==> src/sv/rgbyuv_pkg.sv <==
// ----------------------------------------------------------------------------
// rgbyuv_pkg
// Shared types, opcodes, fixed-point coefficients and helpers of the
// BT.601 full-swing color converter.
// ----------------------------------------------------------------------------
`default_nettype none

package rgbyuv_pkg;

  localparam int OpW = 2;
  localparam int ChW = 8;

  // Operation codes. Bit 1 selects the alpha premultiply.
  localparam logic [OpW-1:0] OP_RGB2YUV     = 2'd0;
  localparam logic [OpW-1:0] OP_YUV2RGB     = 2'd1;
  localparam logic [OpW-1:0] OP_YUV2RGB_PRE = 2'd2;

  // Fixed-point coefficients, unsigned Q1.16 (scaled by 2^16).
  localparam logic [16:0] K_YR = 17'd19595;
  localparam logic [16:0] K_YG = 17'd38470;
  localparam logic [16:0] K_YB = 17'd7471;
  localparam logic [16:0] K_U  = 17'd36962;
  localparam logic [16:0] K_V  = 17'd46727;
  localparam logic [16:0] K_RV = 17'd91881;
  localparam logic [16:0] K_GU = 17'd22544;
  localparam logic [16:0] K_GV = 17'd46793;
  localparam logic [16:0] K_BU = 17'd116129;
  localparam logic signed [11:0] OFS_R = 12'sd179;
  localparam logic signed [11:0] OFS_G = 12'sd135;
  localparam logic signed [11:0] OFS_B = 12'sd226;
  localparam logic signed [11:0] OFS_C = 12'sd128;

  // Load enables of the pipeline registers, one per stage.
  typedef struct packed {
    logic ld1;
    logic ld2;
    logic ld3;
    logic ld_out;
  } stage_ld_t;

  // Clamp a signed intermediate to an 8-bit channel.
  function automatic logic [ChW-1:0] clip8(input logic signed [11:0] x);
    logic [ChW-1:0] res;
    if (x < 0) begin
      res = '0;
    end else if (x > 12'sd255) begin
      res = 8'd255;
    end else begin
      res = x[ChW-1:0];
    end
    return res;
  endfunction

  // Exact floor(p / 255) for any p below 65280, where the quotient fits 8 bits.
  function automatic logic [ChW-1:0] div255(input logic [15:0] p);
    logic [16:0] s;
    s = {1'b0, p} + 17'd1 + {9'd0, p[15:8]};
    return s[15:8];
  endfunction

endpackage

`default_nettype wire

==> src/sv/rgbyuv_datapath.sv <==
// ----------------------------------------------------------------------------
// rgbyuv_datapath
// Payload registers and arithmetic of the four-stage conversion pipeline.
// ----------------------------------------------------------------------------
`default_nettype none

module rgbyuv_datapath (
  input  wire logic                    clk,
  input  wire rgbyuv_pkg::stage_ld_t   ld,
  input  wire logic [1:0]              op_in,
  input  wire logic [7:0]              c0_in,
  input  wire logic [7:0]              c1_in,
  input  wire logic [7:0]              c2_in,
  input  wire logic [7:0]              alpha_in,
  output logic [7:0]                   o0,
  output logic [7:0]                   o1,
  output logic [7:0]                   o2
);
  import rgbyuv_pkg::*;

  // Stage 1: first multiplies.
  logic [1:0]  op1_r;
  logic [7:0]  y1_r, r1_r, b1_r, a1_r;
  logic [24:0] pa_r, pb_r, pc_r, pd_r;
  logic        is_rgb_in;

  assign is_rgb_in = (op_in == OP_RGB2YUV);

  always_ff @(posedge clk) begin
    if (ld.ld1) begin
      op1_r <= op_in;
      y1_r  <= c0_in;
      r1_r  <= c0_in;
      b1_r  <= c2_in;
      a1_r  <= alpha_in;
      pa_r  <= is_rgb_in ? 25'(K_YR * c0_in) : 25'(K_RV * c2_in);
      pb_r  <= is_rgb_in ? 25'(K_YG * c1_in) : 25'(K_GU * c1_in);
      pc_r  <= is_rgb_in ? 25'(K_YB * c2_in) : 25'(K_GV * c2_in);
      pd_r  <= 25'(K_BU * c1_in);
    end
  end

  // Stage 2: luma for the forward path, clamped RGB for the inverse path.
  logic [25:0]       sum_y;
  logic [24:0]       sum_g;
  logic signed [11:0] r_s, g_s, b_s;
  logic [1:0]        op2_r;
  logic [7:0]        ch0_r, ch1_r, ch2_r, a2_r;

  always_comb begin
    sum_y = {1'b0, pa_r} + {1'b0, pb_r} + {1'b0, pc_r};
    sum_g = pb_r + pc_r;
    r_s = $signed({4'd0, y1_r}) + $signed({3'd0, pa_r[24:16]}) - OFS_R;
    g_s = $signed({4'd0, y1_r}) - $signed({3'd0, sum_g[24:16]}) + OFS_G;
    b_s = $signed({4'd0, y1_r}) + $signed({3'd0, pd_r[24:16]}) - OFS_B;
  end

  // Forward path keeps Y, B and R; inverse path keeps R, G and B.
  always_ff @(posedge clk) begin
    if (ld.ld2) begin
      op2_r <= op1_r;
      a2_r  <= a1_r;
      if (op1_r == OP_RGB2YUV) begin
        ch0_r <= sum_y[23:16];
        ch1_r <= b1_r;
        ch2_r <= r1_r;
      end else begin
        ch0_r <= clip8(r_s);
        ch1_r <= clip8(g_s);
        ch2_r <= clip8(b_s);
      end
    end
  end

  // Stage 3: chroma multiplies, alpha multiplies, or the channels pass through.
  logic signed [26:0] du, dv;
  logic [1:0]         op3_r;
  logic [7:0]         q0_r;
  logic [15:0]        m0_r;
  logic signed [26:0] m1_r, m2_r;

  assign du = $signed({19'd0, ch1_r}) - $signed({19'd0, ch0_r});
  assign dv = $signed({19'd0, ch2_r}) - $signed({19'd0, ch0_r});

  always_ff @(posedge clk) begin
    if (ld.ld3) begin
      op3_r <= op2_r;
      q0_r  <= ch0_r;
      m0_r  <= 16'(ch0_r * a2_r);
      if (op2_r == OP_RGB2YUV) begin
        m1_r <= du * $signed({10'd0, K_U});
        m2_r <= dv * $signed({10'd0, K_V});
      end else if (op2_r[1]) begin
        m1_r <= $signed({11'd0, 16'(ch1_r * a2_r)});
        m2_r <= $signed({11'd0, 16'(ch2_r * a2_r)});
      end else begin
        m1_r <= $signed({19'd0, ch1_r});
        m2_r <= $signed({19'd0, ch2_r});
      end
    end
  end

  // Stage 4: shift, offset and clamp, divide by 255, or pass through; into the output register.
  logic signed [11:0] u_s, v_s;
  logic [7:0]         n0, n1, n2;

  always_comb begin
    u_s = $signed({m1_r[26], m1_r[26:16]}) + OFS_C;
    v_s = $signed({m2_r[26], m2_r[26:16]}) + OFS_C;
    if (op3_r == OP_RGB2YUV) begin
      n0 = q0_r;
      n1 = clip8(u_s);
      n2 = clip8(v_s);
    end else if (op3_r[1]) begin
      n0 = div255(m0_r);
      n1 = div255(m1_r[15:0]);
      n2 = div255(m2_r[15:0]);
    end else begin
      n0 = q0_r;
      n1 = m1_r[7:0];
      n2 = m2_r[7:0];
    end
  end

  always_ff @(posedge clk) begin
    if (ld.ld_out) begin
      o0 <= n0;
      o1 <= n1;
      o2 <= n2;
    end
  end

endmodule

`default_nettype wire

==> src/sv/rgb_yuv_color_convert_top.sv <==
// ----------------------------------------------------------------------------
// rgb_yuv_color_convert_top
// Full-swing BT.601 RGB/YUV pixel converter with optional alpha premultiply.
// ----------------------------------------------------------------------------
//
//  Channel | Direction | tdata (low bit up)                  | tuser
//  in_     | slave     | first, second, third comp., alpha   | opcode
//  out_    | master    | out_first, out_second, out_third,   | -
//          |           | packed_color, 48 bits               |
//
//  One pixel enters per clock while in_tready is high. A taken beat passes
//  through three arithmetic stages and then the output register.
//  The throughput is set by the stage-to-stage handshake: each stage loads
//  whenever it is empty or its successor loads, so bubbles collapse.
//  rst_n (synchronous, active low) clears only the stage valid bits.
//  When out_tready is low the pipeline fills and then in_tready drops; no
//  beat is lost or repeated.
// ----------------------------------------------------------------------------
`default_nettype none

module rgb_yuv_color_convert_top (
  input  wire logic        clk,
  input  wire logic        rst_n,
  input  wire logic        in_tvalid,
  output logic             in_tready,
  // first_component, second_component, third_component, alpha_value
  input  wire logic [31:0] in_tdata,
  // opcode
  input  wire logic [1:0]  in_tuser,
  output logic             out_tvalid,
  input  wire logic        out_tready,
  // out_first, out_second, out_third, packed_color
  output logic [47:0]      out_tdata
);
  import rgbyuv_pkg::*;

  // Valid bits of the three arithmetic stages; out_tvalid is the fourth.
  logic      v1_r, v2_r, v3_r, vo_r;
  logic      rdy1, rdy2, rdy3, rdyo;
  stage_ld_t ld;
  logic [7:0] o0, o1, o2;

  // A stage may load when it is empty or its contents move on this cycle.
  assign rdyo = !vo_r || out_tready;
  assign rdy3 = !v3_r || rdyo;
  assign rdy2 = !v2_r || rdy3;
  assign rdy1 = !v1_r || rdy2;

  assign ld.ld1    = rdy1;
  assign ld.ld2    = rdy2;
  assign ld.ld3    = rdy3;
  assign ld.ld_out = rdyo;

  assign in_tready = rdy1;

  always_ff @(posedge clk) begin
    if (!rst_n) begin
      v1_r <= 1'b0;
      v2_r <= 1'b0;
      v3_r <= 1'b0;
      vo_r <= 1'b0;
    end else begin
      if (rdy1) begin
        v1_r <= in_tvalid;
      end
      if (rdy2) begin
        v2_r <= v1_r;
      end
      if (rdy3) begin
        v3_r <= v2_r;
      end
      if (rdyo) begin
        vo_r <= v3_r;
      end
    end
  end

  rgbyuv_datapath u_datapath (
    .clk      (clk),
    .ld       (ld),
    .op_in    (in_tuser),
    .c0_in    (in_tdata[7:0]),
    .c1_in    (in_tdata[15:8]),
    .c2_in    (in_tdata[23:16]),
    .alpha_in (in_tdata[31:24]),
    .o0       (o0),
    .o1       (o1),
    .o2       (o2)
  );

  assign out_tvalid = vo_r;
  // The packed color repeats the three channels, first channel on top.
  assign out_tdata  = {o0, o1, o2, o2, o1, o0};

endmodule

`default_nettype wire
==> config.mk <==
export PLATFORM = sky130hd
export DESIGN_NAME = rgb_yuv_color_convert_top
export DESIGN_NICKNAME = d
export VERILOG_FILES = /design/src/sv/rgbyuv_pkg.sv /design/src/sv/rgbyuv_datapath.sv /design/src/sv/rgb_yuv_color_convert_top.sv
export SDC_FILE = /design/constraint.sdc
export NUM_CORES = 2
export LEC_CHECK = 0
export BUFFER_PORTS_ARGS = -buffer_cell sky130_fd_sc_hd__buf_4
export CAP_MARGIN = 10
export CORE_ASPECT_RATIO = 1.4
export CORE_UTILIZATION = 36
export DETAILED_ROUTE_END_ITERATION = 7
export GPL_TIMING_DRIVEN = 0
export PLACE_DENSITY_LB_ADDON = 0.25
export SETUP_SLACK_MARGIN = 0.2
export SLEW_MARGIN = 10
export SYNTH_ARGS = -nofsm -noshare
export SYNTH_HDL_FRONTEND = slang
export SYNTH_SLANG_ARGS = --single-unit
==> constraint.sdc <==
create_clock -name clk -period 16.6 [get_ports clk]
set_clock_uncertainty 0.2 [all_clocks]
set_input_delay 0.83 -clock clk [delete_from_list [all_inputs] [get_ports clk]]
set_output_delay 0.83 -clock clk [all_outputs]
set_load 0.1 [all_outputs]
Yosys cells after proc, flatten, opt, wreduce, memory -nomap -nowiden:

Cells that the tools add are included.

* bits in registers: 266
* latch bits: 0
* RAM bits: 0
* ROM bits: 0
* input port bits: 38
* output and inout bits: 50
* logic and storage cells: 108
* memories: 0

* add/subtract/negate cells: 19
* multipliers: 12
* divide/modulo/power cells: 0
* order comparisons: 10
* equal/unequal tests: 0
* shifts and indexed selects: 0
* mux-type cells: 26
* bitwise logic cells: 0
* reduce and logical (&&, ||, !) cells: 12

Operators by type and width (count)
* 8-bit 2-to-1 mux: 19
* 12-bit by 9-bit > comparator with 1-bit output, second input constant: 5
* 12-bit by 1-bit less-than comparator with 1-bit output, second input constant: 5
* 27-bit 2-to-1 mux: 2
* 17-bit by 8-bit multiplier with 25-bit output, first input constant: 2
* 16-bit by 1-bit adder with 16-bit output, second input constant: 3
* 16-bit by 8-bit adder with 16-bit output: 3
* 24-bit adder: 2
* 8-bit by 8-bit multiplier with 16-bit output: 3
* 15-bit by 8-bit multiplier with 23-bit output, first input constant: 2
* 23-bit 2-to-1 mux: 2
* 16-bit 2-to-1 mux: 2
* 27-bit by 16-bit multiplier with 26-bit output, second input constant: 1
* 27-bit by 17-bit multiplier with 27-bit output, second input constant: 1
* 24-bit by 24-bit adder with 25-bit output: 1
* 11-bit by 9-bit adder with 12-bit output, second input constant: 2
* 16-bit by 8-bit multiplier with 24-bit output, first input constant: 1
* 10-bit by 8-bit subtractor with 11-bit output, second input constant: 2
* 13-bit by 8-bit multiplier with 21-bit output, first input constant: 1
* 21-bit 2-to-1 mux: 1
* 8-bit by 9-bit adder with 10-bit output: 2
* 11-bit by 8-bit multiplier with 19-bit output, first input constant: 1
* 8-bit by 8-bit subtractor with 9-bit output: 2
* 10-bit by 9-bit adder with 11-bit output, second input constant: 1
* other kinds (4): 13

Longest topological paths before layout:

* depth in word-level cells: 7
* depth in mapped cells: 30
* mapped depth without buffers: 30

Hierarchy:

Synthesis repeated with hierarchy kept, for this count alone.

* cells, all modules: 3619
* area, all modules: 35499.0 um^2

Modules (own cells, without submodules)
* rgbyuv_datapath: times used 1, cells an instance 3578, area each 35155.0 um^2, seq. area each 7267.0 um^2
* rgb_yuv_color_convert_top: times used 1, cells an instance 41, area each 344.1 um^2, seq. area each 80.1 um^2

Worst setup path after synthesis:

Ideal clock, no wire load.

* path type: reg-to-reg
* from: register u_datapath.ch0_r[1]
* to: register u_datapath.m2_r[26] (data pin)
* setup time: 269 ps
* arrival time: 6283 ps
* data required time: 16131 ps
* setup slack: 9848 ps
* cell stages (with the launch flop): 28
* buffers on the path: 0
* clock period less this slack: 6752 ps
* cell sequence: edfxtp_1 inv_1 ha_1 a21o_1 a21o_1 a21oi_1 o21bai_1 a21oi_1 o21bai_1 xor2_1 inv_1 fa_1 fa_1 inv_1 fa_1 inv_1 fa_1 inv_1 ha_1 ha_1 a21o_1 a21o_1 a21oi_1 nand2_1 o211a_1 o31ai_1 and3_1 nor3_1

* word-level cells in the longest chain between the ends: 3

RTL lines
* start, declared: line rgbyuv_datapath.sv:48 `logic [7:0] ch0_r, ch1_r, ch2_r, a2_r;`
* start signal, assigned: line rgbyuv_datapath.sv:64 `ch0_r <= sum_y[23:16];`
* start signal, assigned: line rgbyuv_datapath.sv:68 `ch0_r <= clip8(r_s);`
* 8-bit by 8-bit subtractor with 9-bit output: line rgbyuv_datapath.sv:83 `assign dv = $signed({19'd0, ch2_r}) - $signed({19'd0, ch0_r});`
* 27-bit by 17-bit multiplier with 27-bit output: line rgbyuv_datapath.sv:92 `m2_r <= dv * $signed({10'd0, K_V});`
* 27-bit 2-to-1 mux: line rgbyuv_datapath.sv:90 `if (op2_r == OP_RGB2YUV) begin`
* end signal, assigned: line rgbyuv_datapath.sv:92
* end signal, assigned: line rgbyuv_datapath.sv:95 `m2_r <= $signed({11'd0, 16'(ch2_r * a2_r)});`
* end signal, assigned: line rgbyuv_datapath.sv:98 `m2_r <= $signed({19'd0, ch2_r});`
* end, declared: line rgbyuv_datapath.sv:80 `logic signed [26:0] m1_r, m2_r;`

No other way between the ends.
A chain may end at the register's enable or synchronous reset.

Final worst setup path:

* from: register u_datapath.ch0_r[1]
* to: register u_datapath.m2_r[25] (data pin)

The elaborated chain is that of the path after synthesis.

==> impl_metrics.py <==
metrics = {
    "run_status": {
        "status": "finished, final reports clean",
    },
    "setup_path": {
        "cp-end-kind": "flop",
        "r2r-start": "u_datapath.ch0_r[1]$_DFFE_PP_",
        "r2r_cells": 28,
        "worstPathMaxFanout": 10,
        "critPathMostFrequentCell": "inv_1",
        "slowest_stage": "edfxtp_1",
        "worstSetupStartpoint": "u_datapath.ch0_r[1]$_DFFE_PP_",
        "cp.arrival_ns": 8.05,
        "path_delay_family": "adder cells",
        "worstPathRequired_ns": 16.71,
        "cp_num_cells": 28,
        "r2r-end": "u_datapath.m2_r[25]$_SDFFCE_PN0P_",
        "crit_buf_inv": 5,
        "r2r_setup_slack_ns": 8.66,
        "critPathCapture": "u_datapath.m2_r[25]$_SDFFCE_PN0P_",
        "start_kind": "flop",
        "crit_type": "flop to flop",
        "critical-path-max-stage-delay_ns": 0.65,
    },
    "sta": {
        "fmax_mhz": 126.0,
        "slew_headroom": 0.3223,
        "worst_slack_ns": 8.663,
        "worst_pin_slew_ns": 1.015,
        "setup_viol": 0,
        "rsz0062_at_grt": "false",
        "tns_ns": 0,
        "fin_crit_ns": 7.937,
        "slew_viol_final": 0,
        "final-hold-violation-count": 0,
        "fin_crit_sh": 0.4782,
    },
    "detailed_routing": {
        "drc": 0,
        "met3_length_um": 2137,
        "wl_met2_um": 50730,
        "dr.pass1.iters": 5,
        "highest_layer": "met5",
        "wl_met1_um": 35050,
        "ant_nets": 0,
        "first_iter_violations": 877,
        "wire_per_inst_um": 18.17,
        "via_per_inst": 5.019,
        "finalWirelength_um": 92550,
        "vias": 25570,
    },
    "floorplanning": {
        "design.die.area_um2": 100500,
        "die_w_um": 268.3,
        "core-area_um2": 98350,
        "io_pins": 88,
        "row_count": 136,
        "die_h_um": 374.8,
        "initial_core_util": 0.3633,
    },
    "synthesis": {
        "netlist_instances": 3639,
        "synthFlopType": "edfxtp_1",
        "yosysWarnings": 0,
        "synth_area_per_cell_um2": 9.819,
        "syn_nets": 4729,
        "netlist_area_um2": 35730,
        "ys_ff_latch": 248,
        "synth_async_sr_flop_share": 0,
        "synth_cell_types": 85,
        "synth_edf_count": 244,
        "seq_area_frac_synth": 0.2073,
    },
    "layout": {
        "nFillCells": 9915,
        "num_antenna_cells": 0,
        "fin_util": 0.3984,
        "finalNetCount": 4851,
        "post_route_cells_drive_above_1_share": 0.05655,
        "area_delta_synth_final_pct": 9.679,
        "stdcell_count": 5095,
    },
    "place": {
        "gp_congestion": 0.8844,
        "hpwl_um": 79390,
        "place.port_buffers": 87,
        "dp_slack_ns": 8.607,
        "dp.cells": 5040,
    },
    "grt": {
        "grt.total_usage": 0.1876,
        "grt_max_degree": 63,
        "grt_pass1_wl_um": 145900,
        "grt_overflow": 0,
        "grt_antenna_before_repair": 2,
        "grt_pass1_vias": 26930,
    },
    "hold_path": {
        "holdCritStartpoint": "u_datapath.a1_r[5]$_DFFE_PP_",
        "hp-class": "flop to flop",
    },
    "cts": {
        "path_clk_slew_ns": 0.06,
        "numCtsBuffers": 30,
        "cts.sinks": 248,
        "root_buffer": "clkbuf_16",
        "cts_setup_buffers": 0,
        "insertion_delay_ns": 0.59,
        "cts_tree": "done",
        "cts_resized": 0,
        "cts_hold_buf": 0,
        "clock_path_buffers": 3,
        "htree_levels": 1,
    },
    "job": {
        "drv_cap": 0,
    },
}
layout make-up:
class	count	area, um^2	share of cell area
sequential	248	7407	0.1890
buffer	86	417.9	0.01066
inverter	602	2260	0.05766
clock buffer	31	775.7	0.01980
clock inverter	24	296.5	0.007567
tap	1311	1640	0.04186
multi-input combinational	2703	25660	0.6549
timing repair buffer	90	728.2	0.01858
synthesized netlist by cell type (all sizes together) (22+ instances only):
cell type / count / area, um^2
ha: 721 / 9021
inv: 601 / 2256
fa: 331 / 6626
nand2: 263 / 987.2
edfxtp: 244 / 7327
nor2: 185 / 694.4
a21oi: 144 / 728.2
o21ai: 136 / 680.7
xnor2: 116 / 1016
and2: 105 / 656.9
xor2: 94 / 823.3
a21o: 63 / 474.2
nor3: 61 / 305.3
nand3: 60 / 300.3
clkbuf: 56 / 211.5
o21a: 36 / 271.5
a211oi: 31 / 237.7
buf: 30 / 206.5
o21bai: 28 / 210.2
nor2b: 24 / 150.1
o211ai: 22 / 165.2
worst reg2reg max path: cells and delay by family (launching register included):
kind / cells / cell delay, ns
adders and majority gates: 7 / 2.98
and+or+nand+nor: 2 / 0.13
AOI/OAI and AO/OA: 12 / 2.23
xor gates and xnor gates: 2 / 0.72
DFF: 1 / 0.65
buffers and inverters: 5 / 0.76
state kept, by name, summed over array words and instances (netlist names), 9 cells and up:
register,cells
u_datapath.m1_r,27
u_datapath.m0_r,16
u_datapath.pb_r,23
u_datapath.pa_r,25
u_datapath.m2_r,27
u_datapath.pc_r,24
u_datapath.pd_r,9
cell families after synthesis:
family	synth area share
xor+xnor	0.05148
fa+ha+maj	0.4379
compound gates	0.1163
flops	0.2073
buf+inv	0.07494
simple gates	0.1062
mux	0.005918
routing by layer:
metal | vias up | track usage
met4 | 2 | 0.08464
met2 | 371 | 0.3720
met1 | 12380 | 0.1961
li1 | 12650 | -
met3 | 171 | 0.01372
met5 | - | 0
layout by cell type, fill, tap and decap left out, types with 13 or more instances in the layout:
| cell type | synthesis | layout |
|---|---|---|
| a22o_1 | 13 | 13 |
| fa_1 | 331 | 331 |
| o21bai_1 | 28 | 28 |
| ha_1 | 721 | 721 |
| nand2b_1 | 21 | 21 |
| a211oi_1 | 30 | 30 |
| or2_2 | 19 | 19 |
| o22ai_1 | 19 | 19 |
| nor2_1 | 185 | 184 |
| nand4_1 | 14 | 14 |
| mux2i_1 | 15 | 15 |
| xnor2_1 | 116 | 116 |
| xor2_1 | 94 | 94 |
| o21a_1 | 35 | 35 |
| clkbuf_16 | 0 | 31 |
| nand2_1 | 263 | 261 |
| nand3_1 | 60 | 60 |
| clkbuf_1 | 55 | 55 |
| buf_4 | 25 | 112 |
| o31ai_1 | 13 | 13 |
| a21oi_1 | 142 | 142 |
| edfxtp_1 | 244 | 244 |
| and3_1 | 20 | 20 |
| o21ai_0 | 129 | 129 |
| nor2b_1 | 24 | 24 |
| and2_1 | 105 | 105 |
| inv_1 | 601 | 600 |
| o211ai_1 | 22 | 22 |
| a21o_1 | 62 | 62 |
| a31oi_1 | 15 | 15 |
| nor3_1 | 61 | 61 |
worst min path at each step:
stage / to / slack [ns] / depth (start not counted)
2_1_floorplan: u_datapath.a2_r[0]$_DFFE_PP_ / 0.20 / 0
3_3_place_gp: u_datapath.a2_r[5]$_DFFE_PP_ / 0.20 / 0
3_5_place_dp: u_datapath.a2_r[7]$_DFFE_PP_ / 0.21 / 0
4_1_cts: u_datapath.a1_r[5]$_DFFE_PP_ / 0.18 / 1
5_1_grt: u_datapath.a1_r[5]$_DFFE_PP_ / 0.18 / 1
6_report: u_datapath.a2_r[5]$_DFFE_PP_ / 0.21 / 0
per-stage QoR:
stage / cell area (um^2) / hold WS (ns)
3_3_place_gp: 38020 / 0.2024
2_1_floorplan: 35730 / 0.2003
5_1_grt: 39190 / 0.1828
4_1_cts: 39190 / 0.1809
6_report: 39190 / 0.2149
3_5_place_dp: 38120 / 0.2057
Power is left out: the tool's default activity adds up to more than one toggle a clock period on the data nets, which glitch-free logic cannot reach.
